## src/running_median_filter_core_macros.svh

```systemverilog
// ----------------------------------------------------------------------------
// running_median_filter_core_macros.svh
// Assertion macros shared by the median filter modules.
// ----------------------------------------------------------------------------
`ifndef RUNNING_MEDIAN_FILTER_CORE_MACROS_SVH
`define RUNNING_MEDIAN_FILTER_CORE_MACROS_SVH

`ifndef SYNTH

// Property checked on every clock edge outside reset.
`define RMF_ASSERT(lbl, clk_sig, rst_sig, prop, msg) \
  lbl: assert property (@(posedge clk_sig) disable iff (rst_sig) prop) else $error(msg);

// Same-cycle implication checked outside reset.
`define RMF_ASSERT_IMP(lbl, clk_sig, rst_sig, ante, cons, msg) \
  lbl: assert property (@(posedge clk_sig) disable iff (rst_sig) (ante) |-> (cons)) \
    else $error(msg);

`else

`define RMF_ASSERT(lbl, clk_sig, rst_sig, prop, msg)
`define RMF_ASSERT_IMP(lbl, clk_sig, rst_sig, ante, cons, msg)

`endif

`endif

```

## src/rmf_pkg.sv

```systemverilog
// ----------------------------------------------------------------------------
// rmf_pkg
// Shared constants and controller/datapath interface types.
// ----------------------------------------------------------------------------
package rmf_pkg;

  localparam int MAX_WINDOW_DEF  = 16;
  localparam int SAMPLE_BITS_DEF = 16;
  localparam int DATA_BITS       = 16;  // sample and median field width
  localparam int CFG_BITS        = 5;   // window_len register width
  localparam int WIN_LEN_RESET   = 5;

  // Controller -> datapath commands
  typedef struct packed {
    logic load;      // latch sample and working slot
    logic fill_wr;   // write one entry of the priming sweep
    logic rd_rank;   // read rank of working slot
    logic rd_prev;   // read value currently at that rank
    logic start;     // pick direction, read first neighbor
    logic swap;      // move neighbor across, read next neighbor
    logic finish;    // place the new sample, advance oldest slot
    logic rd_hi;     // read upper middle value
    logic rd_lo;     // keep upper, read lower middle value
    logic out_load;  // load output register
  } cmd_t;

  // Datapath -> controller status
  typedef struct packed {
    logic primed;
    logic fill_done;
    logic has_first;
    logic go_on;
    logic has_next;
    logic out_free;
  } sts_t;

endpackage

```

## src/rmf_ctrl.sv

```systemverilog
// ----------------------------------------------------------------------------
// rmf_ctrl
// Sequencer for one sample: prime, locate, bubble, place, read median.
// ----------------------------------------------------------------------------
`include "running_median_filter_core_macros.svh"

module rmf_ctrl (
  input  logic          clk,
  input  logic          rst,
  input  logic          s_valid,
  output logic          s_ready,
  input  rmf_pkg::sts_t sts,
  output rmf_pkg::cmd_t cmd
);
  import rmf_pkg::*;

  typedef enum logic [9:0] {
    S_IDLE    = 10'b00_0000_0001,
    S_FILL    = 10'b00_0000_0010,
    S_RANK    = 10'b00_0000_0100,
    S_PREV    = 10'b00_0000_1000,
    S_DIR     = 10'b00_0001_0000,
    S_BUBBLE  = 10'b00_0010_0000,
    S_FINAL   = 10'b00_0100_0000,
    S_MED_HI  = 10'b00_1000_0000,
    S_MED_LO  = 10'b01_0000_0000,
    S_MED_AVG = 10'b10_0000_0000
  } state_t;

  state_t state;
  state_t state_next;

  always_ff @(posedge clk) begin
    if (rst) begin
      state <= S_IDLE;
    end else begin
      state <= state_next;
    end
  end

  assign s_ready = (state == S_IDLE);

  always_comb begin
    cmd        = '0;
    state_next = state;
    unique case (state)
      S_IDLE: begin
        if (s_valid) begin
          cmd.load   = 1'b1;
          state_next = sts.primed ? S_RANK : S_FILL;
        end
      end
      S_FILL: begin
        cmd.fill_wr = 1'b1;
        if (sts.fill_done) begin
          state_next = S_RANK;
        end
      end
      S_RANK: begin
        cmd.rd_rank = 1'b1;
        state_next  = S_PREV;
      end
      S_PREV: begin
        cmd.rd_prev = 1'b1;
        state_next  = S_DIR;
      end
      S_DIR: begin
        cmd.start  = 1'b1;
        state_next = sts.has_first ? S_BUBBLE : S_FINAL;
      end
      S_BUBBLE: begin
        if (sts.go_on) begin
          cmd.swap   = 1'b1;
          state_next = sts.has_next ? S_BUBBLE : S_FINAL;
        end else begin
          state_next = S_FINAL;
        end
      end
      S_FINAL: begin
        cmd.finish = 1'b1;
        state_next = S_MED_HI;
      end
      S_MED_HI: begin
        cmd.rd_hi  = 1'b1;
        state_next = S_MED_LO;
      end
      S_MED_LO: begin
        cmd.rd_lo  = 1'b1;
        state_next = S_MED_AVG;
      end
      S_MED_AVG: begin
        if (sts.out_free) begin
          cmd.out_load = 1'b1;
          state_next   = S_IDLE;
        end
      end
      default: begin
        state_next = S_IDLE;
      end
    endcase
  end

  `RMF_ASSERT_IMP(a_fill_only_unprimed, clk, rst, state == S_FILL, !sts.primed, "fill while primed")
  `RMF_ASSERT_IMP(a_load_needs_room, clk, rst, cmd.out_load, sts.out_free, "output overrun")
  `RMF_ASSERT(a_accept_leaves_idle, clk, rst, (s_valid && s_ready) |=> (state != S_IDLE), "accept stuck")

endmodule

```

## src/rmf_datapath.sv

```systemverilog
// ----------------------------------------------------------------------------
// rmf_datapath
// Sorted value store, rank tables, window state and output register.
// ----------------------------------------------------------------------------
`include "running_median_filter_core_macros.svh"

module rmf_datapath #(
  parameter int MAX_WINDOW  = rmf_pkg::MAX_WINDOW_DEF,
  parameter int SAMPLE_BITS = rmf_pkg::SAMPLE_BITS_DEF
) (
  input  logic                         clk,
  input  logic                         rst,
  input  logic                         cfg_wr_en,
  input  logic [rmf_pkg::CFG_BITS-1:0] cfg_wr_data,
  input  logic [rmf_pkg::DATA_BITS-1:0] sample,
  input  rmf_pkg::cmd_t                cmd,
  output rmf_pkg::sts_t                sts,
  output logic                         m_valid,
  input  logic                         m_ready,
  output logic [rmf_pkg::DATA_BITS-1:0] m_data
);
  import rmf_pkg::*;

  localparam int IW      = (MAX_WINDOW > 1) ? $clog2(MAX_WINDOW) : 1;
  localparam int LW      = $clog2(MAX_WINDOW + 1);
  localparam int SB      = SAMPLE_BITS;
  localparam int FB      = (SB < DATA_BITS) ? SB : DATA_BITS;
  localparam int LEN_RST = (WIN_LEN_RESET > MAX_WINDOW) ? MAX_WINDOW : WIN_LEN_RESET;

  // value at each rank, rank of each slot, slot of each rank
  logic [SB-1:0] sorted_mem    [MAX_WINDOW];
  logic [IW-1:0] slot_rank_mem [MAX_WINDOW];
  logic [IW-1:0] rank_slot_mem [MAX_WINDOW];

  logic [LW-1:0] win_len;
  logic          primed;
  logic [IW-1:0] oldest;
  logic          out_valid;

  logic [SB-1:0]        samp;
  logic [IW-1:0]        slot;
  logic [IW-1:0]        ir;
  logic [IW-1:0]        jr;
  logic                 up;
  logic [IW-1:0]        fill_idx;
  logic [SB-1:0]        hi;
  logic [IW-1:0]        rd_sr;
  logic [IW-1:0]        rd_rs;
  logic [SB-1:0]        rd_sv;
  logic [DATA_BITS-1:0] out_data;

  logic [LW-1:0]        len_clamped;
  logic [SB-1:0]        samp_in;
  logic                 up_now;
  logic [IW-1:0]        first_jr;
  logic [IW-1:0]        next_jr;
  logic [IW-1:0]        mid;
  logic                 odd;
  logic [IW-1:0]        slot_adv;
  logic [SB:0]          pair_sum;
  logic [SB-1:0]        med;
  logic [DATA_BITS-1:0] med_ext;
  logic                 sv_we;
  logic [IW-1:0]        sv_waddr;
  logic [SB-1:0]        sv_wdata;
  logic                 sv_re;
  logic [IW-1:0]        sv_raddr;
  logic                 rs_we;
  logic [IW-1:0]        rs_waddr;
  logic [IW-1:0]        rs_wdata;
  logic                 sr_we;
  logic [IW-1:0]        sr_waddr;
  logic [IW-1:0]        sr_wdata;

  // zero reads as one, oversize saturates
  always_comb begin
    if (cfg_wr_data == '0) begin
      len_clamped = LW'(1);
    end else if (int'(cfg_wr_data) > MAX_WINDOW) begin
      len_clamped = LW'(MAX_WINDOW);
    end else begin
      len_clamped = LW'(cfg_wr_data);
    end
  end

  assign samp_in  = SB'(sample[FB-1:0]);
  assign up_now   = samp > rd_sv;
  assign first_jr = up_now ? IW'(ir + IW'(1)) : IW'(ir - IW'(1));
  assign next_jr  = up ? IW'(jr + IW'(1)) : IW'(jr - IW'(1));
  assign mid      = IW'(win_len >> 1);
  assign odd      = win_len[0];
  assign slot_adv = ((LW'(slot) + LW'(1)) >= win_len) ? '0 : IW'(slot + IW'(1));

  assign sts.primed    = primed;
  assign sts.fill_done = (fill_idx == IW'(MAX_WINDOW - 1));
  assign sts.has_first = up_now ? ((LW'(ir) + LW'(1)) < win_len) : (ir != '0);
  assign sts.go_on     = up ? (samp > rd_sv) : (samp < rd_sv);
  assign sts.has_next  = up ? ((LW'(jr) + LW'(1)) < win_len) : (jr != '0);
  assign sts.out_free  = !out_valid || m_ready;

  // median: middle value, or floor mean of the middle pair
  assign pair_sum = {1'b0, hi} + {1'b0, rd_sv};
  assign med      = odd ? hi : pair_sum[SB:1];

  always_comb begin
    med_ext         = '0;
    med_ext[FB-1:0] = med[FB-1:0];
  end

  // control state
  always_ff @(posedge clk) begin
    if (rst) begin
      win_len   <= LW'(LEN_RST);
      primed    <= 1'b0;
      oldest    <= '0;
      out_valid <= 1'b0;
    end else begin
      if (cfg_wr_en) begin
        win_len <= len_clamped;
        primed  <= 1'b0;
        oldest  <= '0;
      end else begin
        if (cmd.fill_wr && sts.fill_done) begin
          primed <= 1'b1;
        end
        if (cmd.finish) begin
          oldest <= slot_adv;
        end
      end
      if (cmd.out_load) begin
        out_valid <= 1'b1;
      end else if (m_ready) begin
        out_valid <= 1'b0;
      end
    end
  end

  // working registers
  always_ff @(posedge clk) begin
    if (cmd.load) begin
      samp     <= samp_in;
      slot     <= (LW'(oldest) >= win_len) ? '0 : oldest;
      fill_idx <= '0;
    end
    if (cmd.fill_wr) begin
      fill_idx <= IW'(fill_idx + IW'(1));
    end
    if (cmd.rd_prev) begin
      ir <= rd_sr;
    end
    if (cmd.start) begin
      up <= up_now;
      jr <= first_jr;
    end
    if (cmd.swap) begin
      ir <= jr;
      jr <= next_jr;
    end
    if (cmd.rd_lo) begin
      hi <= rd_sv;
    end
    if (cmd.out_load) begin
      out_data <= med_ext;
    end
  end

  // store port selection; the moving sample's own entries are written at finish
  always_comb begin
    sv_we    = 1'b0;
    sv_waddr = ir;
    sv_wdata = samp;
    rs_we    = 1'b0;
    rs_waddr = ir;
    rs_wdata = slot;
    sr_we    = 1'b0;
    sr_waddr = slot;
    sr_wdata = ir;
    if (cmd.fill_wr) begin
      sv_we    = 1'b1;
      sv_waddr = fill_idx;
      rs_we    = 1'b1;
      rs_waddr = fill_idx;
      rs_wdata = fill_idx;
      sr_we    = 1'b1;
      sr_waddr = fill_idx;
      sr_wdata = fill_idx;
    end else if (cmd.swap) begin
      sv_we    = 1'b1;
      sv_wdata = rd_sv;
      rs_we    = 1'b1;
      rs_wdata = rd_rs;
      sr_we    = 1'b1;
      sr_waddr = rd_rs;
    end else if (cmd.finish) begin
      sv_we = 1'b1;
      rs_we = 1'b1;
      sr_we = 1'b1;
    end
  end

  always_comb begin
    sv_re    = 1'b1;
    sv_raddr = rd_sr;
    if (cmd.rd_prev) begin
      sv_raddr = rd_sr;
    end else if (cmd.start) begin
      sv_re    = sts.has_first;
      sv_raddr = first_jr;
    end else if (cmd.swap) begin
      sv_re    = sts.has_next;
      sv_raddr = next_jr;
    end else if (cmd.rd_hi) begin
      sv_raddr = mid;
    end else if (cmd.rd_lo) begin
      sv_raddr = odd ? mid : IW'(mid - IW'(1));
    end else begin
      sv_re = 1'b0;
    end
  end

  always_ff @(posedge clk) begin
    if (sv_we) begin
      sorted_mem[sv_waddr] <= sv_wdata;
    end
    if (sv_re) begin
      rd_sv <= sorted_mem[sv_raddr];
    end
  end

  always_ff @(posedge clk) begin
    if (rs_we) begin
      rank_slot_mem[rs_waddr] <= rs_wdata;
    end
    if (sv_re && (cmd.start || cmd.swap)) begin
      rd_rs <= rank_slot_mem[sv_raddr];
    end
  end

  always_ff @(posedge clk) begin
    if (sr_we) begin
      slot_rank_mem[sr_waddr] <= sr_wdata;
    end
    if (cmd.rd_rank) begin
      rd_sr <= slot_rank_mem[slot];
    end
  end

  assign m_valid = out_valid;
  assign m_data  = out_data;

  `RMF_ASSERT(a_len_range, clk, rst, (win_len != '0) && (win_len <= LW'(MAX_WINDOW)), "bad window length")
  `RMF_ASSERT(a_oldest_in_window, clk, rst, LW'(oldest) < win_len, "oldest slot outside window")
  `RMF_ASSERT_IMP(a_swap_distinct, clk, rst, cmd.swap, (jr != ir) && (LW'(jr) < win_len), "bad swap rank")

endmodule

```

## src/running_median_filter_core.sv

```systemverilog
// ----------------------------------------------------------------------------
// running_median_filter_core
// Sliding-window median of unsigned samples, one median word per sample word.
// ----------------------------------------------------------------------------
//
//  channel   dir  handshake                   payload
//  s_axis    in   s_axis_tvalid/tready        tdata[15:0] = sample
//  m_axis    out  m_axis_tvalid/tready        tdata[15:0] = median
//  cfg       in   cfg_wr_en (no wait)         cfg_wr_data[4:0] = window_len
//
//  A primed word runs rank lookup, direction pick, bubble pass, placement
//  and median read from accept to the next accept; the bubble pass moves
//  the new sample one rank per cycle through the one-read, one-write rank
//  and value stores. The first word after reset or after a window_len write
//  first runs a priming sweep that fills every slot.
//  Reset is synchronous, active high; it clears the sequencer, the output
//  valid flag and the window state (window_len back to 5).
//  A stalled m_axis holds the finished median in the output register; the
//  next sample word is still accepted and processed behind it.
//
// ----------------------------------------------------------------------------
module running_median_filter_core #(
  parameter int MAX_WINDOW  = rmf_pkg::MAX_WINDOW_DEF,   // deepest window
  parameter int SAMPLE_BITS = rmf_pkg::SAMPLE_BITS_DEF   // stored sample width
) (
  input  logic                          clk,
  input  logic                          rst,
  // sample words
  input  logic                          s_axis_tvalid,
  output logic                          s_axis_tready,
  input  logic [rmf_pkg::DATA_BITS-1:0] s_axis_tdata,   // [15:0] sample
  // median words
  output logic                          m_axis_tvalid,
  input  logic                          m_axis_tready,
  output logic [rmf_pkg::DATA_BITS-1:0] m_axis_tdata,   // [15:0] median
  // window length register
  input  logic                          cfg_wr_en,
  input  logic [rmf_pkg::CFG_BITS-1:0]  cfg_wr_data     // [4:0] window_len
);
  import rmf_pkg::*;

  cmd_t cmd;
  sts_t sts;

  // sequencer: one sample word in flight at a time
  rmf_ctrl u_ctrl (
    .clk     (clk),
    .rst     (rst),
    .s_valid (s_axis_tvalid),
    .s_ready (s_axis_tready),
    .sts     (sts),
    .cmd     (cmd)
  );

  // stores, rank bookkeeping, median arithmetic and output register
  rmf_datapath #(
    .MAX_WINDOW  (MAX_WINDOW),
    .SAMPLE_BITS (SAMPLE_BITS)
  ) u_datapath (
    .clk         (clk),
    .rst         (rst),
    .cfg_wr_en   (cfg_wr_en),
    .cfg_wr_data (cfg_wr_data),
    .sample      (s_axis_tdata),
    .cmd         (cmd),
    .sts         (sts),
    .m_valid     (m_axis_tvalid),
    .m_ready     (m_axis_tready),
    .m_data      (m_axis_tdata)
  );

endmodule
```

## config.mk

```make
export PLATFORM = sky130hd
export DESIGN_NAME = running_median_filter_core
export DESIGN_NICKNAME = d
export VERILOG_FILES = /design/src/rmf_pkg.sv /design/src/rmf_ctrl.sv /design/src/rmf_datapath.sv /design/src/running_median_filter_core.sv
export VERILOG_INCLUDE_DIRS = /design/src /design/src/src
export SDC_FILE = /design/constraint.sdc
export NUM_CORES = 1
export LEC_CHECK = 0
export BUFFER_PORTS_ARGS = -buffer_cell sky130_fd_sc_hd__buf_2
export CORE_MARGIN = 5
export CORE_UTILIZATION = 45
export DETAILED_ROUTE_END_ITERATION = 8
export SYNTH_ARGS = -nofsm -noshare
export SYNTH_HDL_FRONTEND = slang
export SYNTH_HIERARCHICAL = 1
export SYNTH_SLANG_ARGS = --single-unit
```

## constraint.sdc

```tcl
create_clock -name clk -period 5.9 [get_ports clk]
set_input_delay 0.59 -clock clk [delete_from_list [all_inputs] [get_ports clk]]
set_output_delay 0.59 -clock clk [all_outputs]
set_load 0.005 [all_outputs]
```

==> reports/results.ini <==
[outcome]
outcome=complete, no violations

[global_route]
use_met2_pct=30.4
use_met3_pct=3.31
grt_first_pass_wirelength_um=75700
antenna_found_initial=1
grt.total_usage_pct=18.4
use_met1_pct=25.6
top_usage_layer=met2
grt_max_degree=79
overflow=0
first_global_vias=13000

[finish]
fillers=3961
final_cell_area_um2=24800
layout_commonest_cell=edfxtp_1
nets=1778
mostFrequentLayoutCells=edfxtp_1 (473), nand2_1 (229), a211oi_1 (90)
drive_gt1_share_pct=14.3
area_delta_synth_final_pct=13.4

[clock_tree]
tritoncts=yes
cts_made_buffers=50
clkTransAtPathRegs_ps=60
clk_path_buf_depth=3
cts-root-buf=clkbuf_16
hold_buffers=0
post_cts_resized=0
cts_setup_buffers=0
cts_max_level=2
insertion_delay_ps=600
cts_sinks=494

[synthesis]
ys_seq_area_share_pct=66.9
synth_cell_types=74
synth_nets=1698
ys_seq_elements=494
avgSynthCellArea_um2=13.6
synth_area_leaders=edfxtp_1 (65%), nand2_1 (3.9%), ha_1 (3.4%)
yosysTopAreaCellShare_pct=65.0
yosysTopAreaCell=edfxtp_1
async_flop_share_pct=0
ys.warnings.count=6
synth-main-ff-cell=edfxtp_1
synthesis.instances=1610
syn-cell-area_um2=21900
synth_edf_count=473

[setup_path]
reg2reg_to=u_datapath/slot_rank_mem[3][0]$_DFFE_PP_
end_kind=flip-flop
rr_startpoint=u_datapath/rd_sv[15]$_DFFE_PN_
path_class=reg -> reg
critPathMaxFanout=19
reg2reg_depth=15
cp-start-kind=flip-flop
cp.arrival_ps=5610
slowest_delay_ps=880
critPathBufInv=2
crit_chain=inv_1, ha_1, nand4_1, a211oi_1, a21o_1, o21ba_2, nand2_1, o31ai_1, nand2_1, nor3_2, buf_4, a211oi_1, nor2_1, o311ai_0, nor2_1
reg2reg_setup_slack_ps=540
critPathTopFamily=simple AND/OR/NAND/NOR gates
crit_slowest_cell=nor2_1
critical_path_required_ps=6150

[route]
via_per_inst=5.61
via_count=13200
antenna_left=0
drc_errors=0
drtIter0Drc=973
wl_per_cell_um=21.1
drt-total-wl_um=49500
drt-pass1-iter-count=5

[floorplan]
ioPinCount=44
die_w_um=230
core_area_um2=47800
dieArea_um2=53100
initial_core_util_pct=45.7
num_rows=80
die_y_um=230

[flow_run]
cap_violations=0

[timing]
setup_viol=0
worstMarginPinSlew_ps=1230
finalSetupTns_ps=0
drv_slew=0
max_slew_margin_pct=17.9
finalHoldViolCount=0
skew_ps=17.6
fmax_mhz=187
fin_crit_sh_pct=90.8
period_needed_ps=5360
rsz0062_at_grt=no

[power_and_ir_drop]
powerDensity_nw_per_um2=330
seqPwrFrac_pct=51.1
p_clk_share_pct=38.4
peakVddDrop_mv=0.215
switching_share_pct=23.8
p_leak_nw=8.68
p_int_w=0.00623
power_frac_comb_pct=10.5
power.net_switching_w=0.00195

[worst_hold_path]
whs_endpoint=u_datapath/samp[1]$_DFFE_PP_
hold_path.class=in -> reg
min_path_cells=1
hold_path_startpoint=s_axis_tdata[1]

[placement]
placed_area_um2=23200
gp_congestion=0.859
dpl.hpwl_um=31200
numPortBuffers=43

==> state kept, by name, summed over array words and instances, names as in the netlist, 5 cells and up <==
register                  cells
u_datapath/sorted_mem       256
u_datapath/rank_slot_mem     64
u_datapath/slot_rank_mem     64
u_datapath/hi                16
u_datapath/m_data            16
u_datapath/rd_sv             16
u_datapath/samp              16
u_ctrl/state                 10
u_datapath/win_len            5
==> power by group through the flow <==
stage | sequential [W] | combinational (W) | clock, W
after floorplan | 0.00423 | 0.000541 | 0
after global placement | 0.00425 | 0.000842 | 0
after detailed placement | 0.00425 | 0.000864 | 0
after CTS | 0.00418 | 0.000866 | 0.00321
after global routing | 0.00419 | 0.000951 | 0.00337
final | 0.00418 | 0.000862 | 0.00314
==> metrics by stage <==
stage | utilization [%] | instances | hold WS [ps] | setup slack [ps] | total power (W)
6_report | 51.8 | 2344 | 168 | 541 | 0.00818
5_1_grt | 51.8 | 2343 | 137 | 51.4 | 0.00851
4_1_cts | 51.8 | 2343 | 132 | 558 | 0.00825
3_5_place_dp | 48.4 | 2253 | 480 | 586 | 0.00512
3_3_place_gp | 48.4 | 2253 | 471 | 791 | 0.00509
2_1_floorplan | - | 1610 | 454 | 1350 | 0.00477
==> layer usage <==
| metal | routed length, um | vias to the layer above |
|---|---|---|
| met5 | 0 | - |
| met4 | 908 | 0 |
| met3 | 2610 | 72 |
| met2 | 23700 | 290 |
| met1 | 22300 | 6559 |
| li1 | - | 6230 |
==> final cells by class <==
| type | instances | area (um^2) | share of cell area (%) |
|---|---|---|---|
| Sequential cell | 494 | 14600 | 59.0 |
| Multi-Input combinational cell | 987 | 6760 | 27.3 |
| Clock buffer | 58 | 1280 | 5.17 |
| Timing Repair Buffer | 112 | 833 | 3.36 |
| Tap cell | 615 | 769 | 3.10 |
| Clock inverter | 32 | 342 | 1.38 |
| Inverter | 45 | 169 | 0.682 |
| Antenna cell | 1 | 2.50 | 0.0101 |
==> cells in the mapped netlist (19+ instances only) <==
library cell,n
a31oi_1,85
nor2b_1,19
inv_1,44
edfxtp_1,473
mux2i_1,66
o21ai_0,51
mux4_2,20
a211oi_1,90
and2_1,74
dfxtp_1,21
clkbuf_1,57
nand2_1,229
a21oi_1,29
nor2_1,67
ha_1,59
==> worst max path at each step <==
stage                              startpoint                                         to  slack, ps  cells past startpoint
3_5_place_dp   u_datapath/rd_sv[15]$_DFFE_PN_  u_datapath/slot_rank_mem[15][0]$_DFFE_PP_        590                     15
3_3_place_gp   u_datapath/rd_sv[15]$_DFFE_PN_   u_datapath/slot_rank_mem[3][0]$_DFFE_PP_        790                     15
6_report       u_datapath/rd_sv[15]$_DFFE_PN_   u_datapath/slot_rank_mem[3][0]$_DFFE_PP_        540                     15
2_1_floorplan  u_datapath/rd_sv[11]$_DFFE_PN_  u_datapath/slot_rank_mem[15][0]$_DFFE_PP_       1350                     16
5_1_grt        u_datapath/rd_sv[15]$_DFFE_PN_   u_datapath/slot_rank_mem[3][0]$_DFFE_PP_         50                     15
4_1_cts        u_datapath/rd_sv[15]$_DFFE_PN_   u_datapath/slot_rank_mem[3][3]$_DFFE_PP_        560                     15
==> cells by family after synthesis <==
logic type	share of synthesized area (%)
AND/OR/NAND/NOR	10.8
XOR/XNOR	1.04
buffers and inverters	2.55
AO/OA/AOI/OAI	9.67
multiplexers	5.39
flip-flops	66.9
adder cells (fa/ha/maj)	3.65
==> worst reg2reg max path, stage by stage, from the launching register on <==
cell      delay, ps
edfxtp_1        530
inv_1           100
ha_1            300
nand4_1         170
a211oi_1        220
a21o_1          240
o21ba_2         240
nand2_1          70
o31ai_1         110
nand2_1         110
nor3_2          480
buf_4           350
a211oi_1        120
nor2_1          880
o311ai_0        630
nor2_1          460
Power figures use the tool's default switching activity.
